<file path="src/siha_pkg.sv">
// siha_pkg: constants, codes and control/status types for the sorted index allocator
// no dependencies; imported by every module of the block except siha_ram
package siha_pkg;

    localparam int INDEX_DEPTH  = 1024;
    localparam int HOLE_DEPTH   = 1024;
    localparam int HEADER_BYTES = 4;

    localparam int IDX_AW  = $clog2(INDEX_DEPTH);
    localparam int IDX_CW  = IDX_AW + 1;
    localparam int HOLE_AW = $clog2(HOLE_DEPTH);
    localparam int HOLE_CW = HOLE_AW + 1;
    localparam int NEED_W  = 17;
    localparam int IDX_DW  = 80;
    localparam int HOLE_DW = 64;

    localparam logic [1:0] MODE_ADD  = 2'd0;
    localparam logic [1:0] MODE_FIND = 2'd1;
    localparam logic [1:0] MODE_DEL  = 2'd2;

    localparam logic [1:0] ST_OK   = 2'd0;
    localparam logic [1:0] ST_DUP  = 2'd1;
    localparam logic [1:0] ST_MISS = 2'd2;
    localparam logic [1:0] ST_FULL = 2'd3;

    localparam logic [1:0] FIT_FIRST = 2'd0;
    localparam logic [1:0] FIT_BEST  = 2'd1;
    localparam logic [1:0] FIT_WORST = 2'd2;

    typedef enum logic [5:0] {
        OP_NOP, OP_LOAD, OP_BS_READ, OP_BS_STEP, OP_POS_READ,
        OP_RES_ZERO, OP_RES_FIND, OP_ERR_DUP, OP_ERR_MISS, OP_ERR_FULL,
        OP_DEL_BEGIN, OP_SCAN_INIT, OP_SCAN_READ, OP_SCAN_NEXT, OP_APPEND, OP_TAKE,
        OP_HREM_READ, OP_HREM_WRITE, OP_HREM_DONE, OP_HINS,
        OP_SORT_READ_I, OP_SORT_LATCH, OP_SORT_READ_J, OP_SORT_SHIFT, OP_SORT_PLACE,
        OP_ISH_READ, OP_ISH_WRITE, OP_ISH_PLACE, OP_DSH_READ, OP_DSH_WRITE, OP_DSH_DONE
    } op_t;

    typedef struct packed {
        op_t op;
    } dp_cmd_t;

    typedef struct packed {
        logic       lt;
        logic       present;
        logic       idx_full;
        logic       hole_full;
        logic       scan_more;
        logic       fits;
        logic       append_ovf;
        logic       rem_more;
        logic       rest_nz;
        logic       sortable;
        logic       outer_more;
        logic       inner_more;
        logic       ahead;
        logic       ish_more;
        logic       dsh_more;
        logic [1:0] mode;
    } dp_stat_t;

endpackage

</file>
<file path="src/siha_ctrl.sv">
// siha_ctrl: sequencer that steps the datapath through search, scan, sort and shift
// depends on siha_pkg
module siha_ctrl (
    input  logic                clk,
    input  logic                rst_n,
    input  logic                start,
    output logic                busy,
    input  siha_pkg::dp_stat_t  stat,
    output siha_pkg::dp_cmd_t   cmd
);
    import siha_pkg::*;

    typedef enum logic [16:0] {
        S_IDLE      = 17'h00001,
        S_BS_RD     = 17'h00002,
        S_BS_CMP    = 17'h00004,
        S_POS       = 17'h00008,
        S_SCAN_RD   = 17'h00010,
        S_SCAN_CMP  = 17'h00020,
        S_HREM_RD   = 17'h00040,
        S_HREM_WR   = 17'h00080,
        S_HINS      = 17'h00100,
        S_SORT_OUT  = 17'h00200,
        S_SORT_LOAD = 17'h00400,
        S_SORT_IN   = 17'h00800,
        S_SORT_CMP  = 17'h01000,
        S_ISH_RD    = 17'h02000,
        S_ISH_WR    = 17'h04000,
        S_DSH_RD    = 17'h08000,
        S_DSH_WR    = 17'h10000
    } state_t;

    state_t state_reg, state_next;
    state_t after_ins;

    assign after_ins = (stat.mode == MODE_ADD) ? S_ISH_RD : S_DSH_RD;
    assign busy      = state_reg != S_IDLE;

    always_comb
    begin
        state_next = state_reg;
        cmd.op     = OP_NOP;
        case (state_reg)
            S_IDLE:
            begin
                if (start)
                begin
                    cmd.op     = OP_LOAD;
                    state_next = S_BS_RD;
                end
            end
            S_BS_RD:
            begin
                if (stat.lt)
                begin
                    cmd.op     = OP_BS_READ;
                    state_next = S_BS_CMP;
                end
                else
                begin
                    cmd.op     = OP_POS_READ;
                    state_next = S_POS;
                end
            end
            S_BS_CMP:
            begin
                cmd.op     = OP_BS_STEP;
                state_next = S_BS_RD;
            end
            S_POS:
            begin
                state_next = S_IDLE;
                case (stat.mode)
                    MODE_ADD:
                    begin
                        if (stat.present)
                        begin
                            cmd.op = OP_ERR_DUP;
                        end
                        else if (stat.idx_full)
                        begin
                            cmd.op = OP_ERR_FULL;
                        end
                        else
                        begin
                            cmd.op     = OP_SCAN_INIT;
                            state_next = S_SCAN_RD;
                        end
                    end
                    MODE_FIND:
                    begin
                        cmd.op = stat.present ? OP_RES_FIND : OP_ERR_MISS;
                    end
                    MODE_DEL:
                    begin
                        if (!stat.present)
                        begin
                            cmd.op = OP_ERR_MISS;
                        end
                        else if (stat.hole_full)
                        begin
                            cmd.op = OP_ERR_FULL;
                        end
                        else
                        begin
                            cmd.op     = OP_DEL_BEGIN;
                            state_next = S_HINS;
                        end
                    end
                    default:
                    begin
                        cmd.op = OP_RES_ZERO;
                    end
                endcase
            end
            S_SCAN_RD:
            begin
                if (stat.scan_more)
                begin
                    cmd.op     = OP_SCAN_READ;
                    state_next = S_SCAN_CMP;
                end
                else if (stat.append_ovf)
                begin
                    cmd.op     = OP_ERR_FULL;
                    state_next = S_IDLE;
                end
                else
                begin
                    cmd.op     = OP_APPEND;
                    state_next = S_ISH_RD;
                end
            end
            S_SCAN_CMP:
            begin
                if (stat.fits)
                begin
                    cmd.op     = OP_TAKE;
                    state_next = S_HREM_RD;
                end
                else
                begin
                    cmd.op     = OP_SCAN_NEXT;
                    state_next = S_SCAN_RD;
                end
            end
            S_HREM_RD:
            begin
                if (stat.rem_more)
                begin
                    cmd.op     = OP_HREM_READ;
                    state_next = S_HREM_WR;
                end
                else
                begin
                    cmd.op     = OP_HREM_DONE;
                    state_next = stat.rest_nz ? S_HINS : S_ISH_RD;
                end
            end
            S_HREM_WR:
            begin
                cmd.op     = OP_HREM_WRITE;
                state_next = S_HREM_RD;
            end
            S_HINS:
            begin
                cmd.op     = OP_HINS;
                state_next = stat.sortable ? S_SORT_OUT : after_ins;
            end
            S_SORT_OUT:
            begin
                if (stat.outer_more)
                begin
                    cmd.op     = OP_SORT_READ_I;
                    state_next = S_SORT_LOAD;
                end
                else
                begin
                    state_next = after_ins;
                end
            end
            S_SORT_LOAD:
            begin
                cmd.op     = OP_SORT_LATCH;
                state_next = S_SORT_IN;
            end
            S_SORT_IN:
            begin
                if (stat.inner_more)
                begin
                    cmd.op     = OP_SORT_READ_J;
                    state_next = S_SORT_CMP;
                end
                else
                begin
                    cmd.op     = OP_SORT_PLACE;
                    state_next = S_SORT_OUT;
                end
            end
            S_SORT_CMP:
            begin
                if (stat.ahead)
                begin
                    cmd.op     = OP_SORT_SHIFT;
                    state_next = S_SORT_IN;
                end
                else
                begin
                    cmd.op     = OP_SORT_PLACE;
                    state_next = S_SORT_OUT;
                end
            end
            S_ISH_RD:
            begin
                if (stat.ish_more)
                begin
                    cmd.op     = OP_ISH_READ;
                    state_next = S_ISH_WR;
                end
                else
                begin
                    cmd.op     = OP_ISH_PLACE;
                    state_next = S_IDLE;
                end
            end
            S_ISH_WR:
            begin
                cmd.op     = OP_ISH_WRITE;
                state_next = S_ISH_RD;
            end
            S_DSH_RD:
            begin
                if (stat.dsh_more)
                begin
                    cmd.op     = OP_DSH_READ;
                    state_next = S_DSH_WR;
                end
                else
                begin
                    cmd.op     = OP_DSH_DONE;
                    state_next = S_IDLE;
                end
            end
            S_DSH_WR:
            begin
                cmd.op     = OP_DSH_WRITE;
                state_next = S_DSH_RD;
            end
            default:
            begin
                state_next = S_IDLE;
            end
        endcase
    end

    always_ff @(posedge clk or negedge rst_n)
    begin
        if (!rst_n)
        begin
            state_reg <= S_IDLE;
        end
        else
        begin
            state_reg <= state_next;
        end
    end

endmodule

</file>
<file path="config.mk">
export PLATFORM = sky130hd
export DESIGN_NAME = siha_ctrl
export DESIGN_NICKNAME = d
export VERILOG_FILES = /design/src/siha_pkg.sv /design/src/siha_ctrl.sv
export SDC_FILE = /design/constraint.sdc
export NUM_CORES = 1
export LEC_CHECK = 0
export BUFFER_PORTS_ARGS = -buffer_cell sky130_fd_sc_hd__buf_2
export CAP_MARGIN = 20
export CORE_ASPECT_RATIO = 1.5
export CORE_MARGIN = 5
export CORE_UTILIZATION = 40
export CTS_BUF_LIST = sky130_fd_sc_hd__clkbuf_4 sky130_fd_sc_hd__clkbuf_8
export CTS_CLUSTER_SIZE = 30
export DETAILED_ROUTE_END_ITERATION = 12
export GPL_TIMING_DRIVEN = 0
export PLACE_DENSITY_LB_ADDON = 0.05
export SLEW_MARGIN = 40
export SYNTH_ARGS = -nofsm -noshare
export SYNTH_HDL_FRONTEND = slang
export SYNTH_SLANG_ARGS = --single-unit
</file>
<file path="constraint.sdc">
create_clock -name clk -period 2.8 [get_ports clk]
set_clock_uncertainty 0.2 [all_clocks]
set_input_delay 0.42 -clock clk [delete_from_list [all_inputs] [get_ports clk]]
set_output_delay 0.42 -clock clk [all_outputs]
set_load 0.01 [all_outputs]
</file>
=== After elaboration in Yosys (flattened, before gate mapping) ===
Cells that the tools add are included.

* Register bits: 17
* Input bits: 20
* Output and inout bits: 7
* Word-level logic and storage cells: 61

* Equality and inequality tests: 21
* Mux-type cells: 38
* Reduce and logical (&&, ||, !) cells: 1

{| class="wikitable"
|+ Operators by type and width
! kind !! number
|-
| 17-bit case mux with 17 select lines || 1
|-
| 6-bit case mux with 17 select lines || 1
|-
| 14-bit two-way mux || 4
|-
| 16-bit two-way mux || 3
|-
| 17-bit two-way mux || 2
|-
| 4-bit two-way mux || 5
|-
| 9-bit two-way mux || 2
|-
| 6-bit case mux with 3 select lines || 1
|-
| 9-bit case mux with 2 select lines || 1
|-
| 17-bit by 1-bit == test with 1-bit output, second input constant || 1
|-
| 17-bit by 10-bit == test with 1-bit output, second input constant || 1
|-
| 17-bit by 11-bit == test with 1-bit output, second input constant || 1
|-
| 17-bit by 12-bit == test with 1-bit output, second input constant || 1
|-
| 17-bit by 13-bit == test with 1-bit output, second input constant || 1
|-
| 17-bit by 14-bit == test with 1-bit output, second input constant || 1
|-
| 17-bit by 15-bit == test with 1-bit output, second input constant || 1
|-
| 17-bit by 16-bit == test with 1-bit output, second input constant || 1
|-
| 17-bit == test, second input constant || 1
|-
| 17-bit by 2-bit == test with 1-bit output, second input constant || 1
|-
| 17-bit by 3-bit == test with 1-bit output, second input constant || 1
|-
| 17-bit by 4-bit == test with 1-bit output, second input constant || 1
|-
| 17-bit by 5-bit == test with 1-bit output, second input constant || 1
|-
| 17-bit by 6-bit == test with 1-bit output, second input constant || 1
|-
| 17-bit by 7-bit == test with 1-bit output, second input constant || 1
|-
| 15 further kinds || 25
|}

=== Longest topological paths before layout ===
* Depth in word-level cells: 4
* Mapped depth: 6
* Gate-level depth less buffers: 5

=== Worst setup path before layout ===
OpenSTA, ideal clock, no wires.

* Kind: reg2out
* Start: register state_reg[9]
* End: output cmd[0] (netlist name)
* Data arrival time: 1.724 ns
* Data required time: 2.180 ns
* Slack: 0.456 ns
* Stages on the path, launching flop included: 6
* Buffers on the path: 0
* Cell sequence: dfrtp_1 nor4_4 nand4_1 nor3b_1 a221oi_1 nand3_1

{| class="wikitable"
|+ RTL lines
! what !! RTL line !! source
|-
| start: declaration || siha_ctrl.sv:33 || <nowiki>state_t state_reg, state_next;</nowiki>
|-
| start signal: assignment || siha_ctrl.sv:264 || <nowiki>state_reg <= state_next;</nowiki>
|-
| end: declaration || siha_ctrl.sv:9 || <nowiki>output siha_pkg::dp_cmd_t cmd</nowiki>
|}

==> flow_summary.toml <==
[outcome]
status = "finished, final reports clean"

[synthesis]
synth_edf_count = 0
yosys_warnings = 0
synth_area_per_cell_um2 = 8.47
synthFlopType = "dfrtp_1"
synth_cells = 161
synth.most_common_cell = "dfrtp_1"
synthArstFlopShare_pct = 100
synth_common_cells = "dfrtp_1, nor2_1, nor3_1, nor4_1"
syn-num-nets = 181
synth_area_leaders = "dfrtp_1, nor3_1, nor4_1, nand2b_1, nor2_1"
synth-seq-cells = 17
ys_seq_area_share_pct = 31.3
synth_area_mm2 = 0.00136
synthDominantCellAreaShare_pct = 29.4
yosys.area.top_type = "dfrtp_1"
ys_types = 47

[worst_setup_path]
path_max_fanout = 7
worstPathRequired_ns = 2.18
reg2regPathDepth = 8
startpoint_type = "register"
reg2reg_from = "state_reg[12]"
cp_num_buf_inv = 3
crit_chain = "nor4_4 -> buf_6 -> buf_4 -> nand4_1 -> o32ai_4 -> nor4_2 -> o21ai_0 -> buf_2"
crit_slowest_cell = "dfrtp_1"
worstPathArrival_ns = 2.11
worst_path_largest_cell_delay_ns = 0.50
endpoint_kind = "primary output"
crit_family = "simple AND/OR/NAND/NOR gates"
r2r_end = "state_reg[0]"
critPathKind = "reg -> out"
regToRegSetupSlack_ns = 0.57

[pwr]
max-vdd-ir-drop_mv = 0.371
finalPower_mw = 1.01
p_per_area_mw_per_mm2 = 540
p_leak_nw = 0.789

[placement]
place_hpwl_um = 3080
io_buffers = 23
place_ws_ns = -0.00812
gp_congestion = 0.880
place_area_mm2 = 0.00153

[detailed_routing]
via_count = 1471
routed_wirelength_um = 4270
drcViolationCount = 0
routedWlPerCell_um = 17.3
drt-pass1-iter-count = 4
vias_per_cell = 5.96
ant_nets = 0
first_iter_violations = 64

[worst_hold_path]
hold_path_end = "state_reg[3]"
hp-start = "stat[16]"
whs_path_depth = 2
hold_path.class = "in -> reg"

[cells_and_area]
stdcell_area_mm2 = 0.00187
largest_reg_flops = 17
drive_gt1_share_pct = 40.0
nets = 226
syn2layout_area_growth_pct = 36.9
diodes = 0

[global_route]
globalRouteMet2Util_pct = 31.3
grt_pass1_vias = 1316
grt.overflow.total = 0
grt_max_degree = 18
grt_pass1_wl_um = 6350
grt_busiest_layer = "met2"
use_met3_pct = 2.67
grt.total_usage_pct = 17.5
antenna_found_initial = 0
grt_util_met1_pct = 21.5

[flow_run]
maxCapViolCount = 0

[sta]
setup_viol_count_final = 0
clock.fmax_ghz = 0.366
hold_violations = 0
min_period_over_period_pct = 97.5
holdWs_ns = 0.145
fin_crit_ns = 2.73
fin_ws_ns = 0.0694
finalMaxSlewViolations = 0
rsz0062_at_grt = "true"

[die]
start_util_pct = 40.7
io_pins = 27
die_h_um = 81.5
die_area_mm2 = 0.00470
core_area_mm2 = 0.00335
die_x_um = 57.7
std_cell_rows = 26

[cts]
cts_sinks = 17
cts-root-buf = "clkbuf_8"
htreeDepth = 1
cts-buffers-inserted = 3
cts_buffer_depth = 2
clk_pin_slew_ns = 0.07
clk_latency_ns = 0.25
cts_tree = "yes"
## worst reg2reg max path: cells and delay by family (launching register included)
kind / cells / cell delay [ns]
and+or+nand+nor: 3 / 0.57
AOI/OAI and AO/OA: 2 / 0.40
buffers and inverters: 3 / 0.54
DFF: 1 / 0.45
## cells in the final DEF (no fill, tap or decap), types with 4 or more instances in the layout
cell type | synthesis | routed
nor2_1 | 14 | 11
inv_1 | 8 | 8
o21ai_0 | 6 | 6
buf_2 | 0 | 23
nor3b_1 | 5 | 4
buf_4 | 1 | 19
a21oi_1 | 7 | 6
nor4_1 | 10 | 6
nand3_1 | 5 | 5
dfrtp_2 | 0 | 7
dfrtp_1 | 16 | 9
nand2b_1 | 9 | 9
nand2_1 | 9 | 9
nor4_4 | 2 | 6
nor3_1 | 13 | 12
o22ai_1 | 4 | 4
## timing repair
| action | in CTS | in global routing |
|---|---|---|
| hold endpoints to repair | 16 | 0 |
| pin swaps | 8 | 4 |
| gates resized for setup | 10 | 22 |
| setup endpoints to repair | 6 | 5 |
| setup buffers | 8 | 11 |
| gates cloned | 0 | 0 |
| hold buffers | 1 | 0 |
## how the worst max path moves through the flow
stage	start	depth (start not counted)	slack, ns	end
global route	state_reg[12]	7	-0.03	cmd[0]
detailed placement	state_reg[9]	6	-0.008	cmd[1]
finish	state_reg[11]	8	0.07	cmd[4]
global placement	state_reg[9]	6	0.01	cmd[1]
floorplan	state_reg[9]	5	0.46	cmd[0]
CTS	state_reg[16]	6	0.02	cmd[0]
## cell type report
type / instances / area (um2)
Tap cell: 42 / 52.6
Fill cell: 318 / 1480
Multi-Input combinational cell: 130 / 1020
Clock inverter: 1 / 5.00
Sequential cell: 17 / 435
Clock buffer: 3 / 41.3
Inverter: 8 / 30.0
Buffer: 3 / 15.0
Timing Repair Buffer: 43 / 272
## where the power goes
part	internal (mW)	leakage [nW]	switching, mW
registers	0.270	0.221	0.0483
clock network	0.0988	0.0255	0.0888
logic	0.220	0.542	0.282
total	0.589	0.789	0.419
## routing by layer
| metal | wire length, um | up-vias |
|---|---|---|
| li1 | - | 703 |
| met1 | 1660 | 693 |
| met2 | 2190 | 67 |
| met3 | 335 | 8 |
| met4 | 78 | 0 |
| met5 | 0 | - |
## cells by family after synthesis
logic type	share of synthesized area [%]
xor+xnor	1.93
buf+inv	4.22
flops	31.3
mux	0.734
simple gates	45.1
compound gates	16.4
other cells	0.275
## per-stage QoR
stage / TNS (ns) / util (%) / instances
2_1_floorplan: 0 / - / 161
3_3_place_gp: 0 / 45.7 / 226
3_5_place_dp: -0.00812 / 45.7 / 226
4_1_cts: 0 / 50.7 / 237
5_1_grt: -0.0880 / 55.7 / 247
6_report: 0 / 55.7 / 247
(Power assumes the default switching activity.)
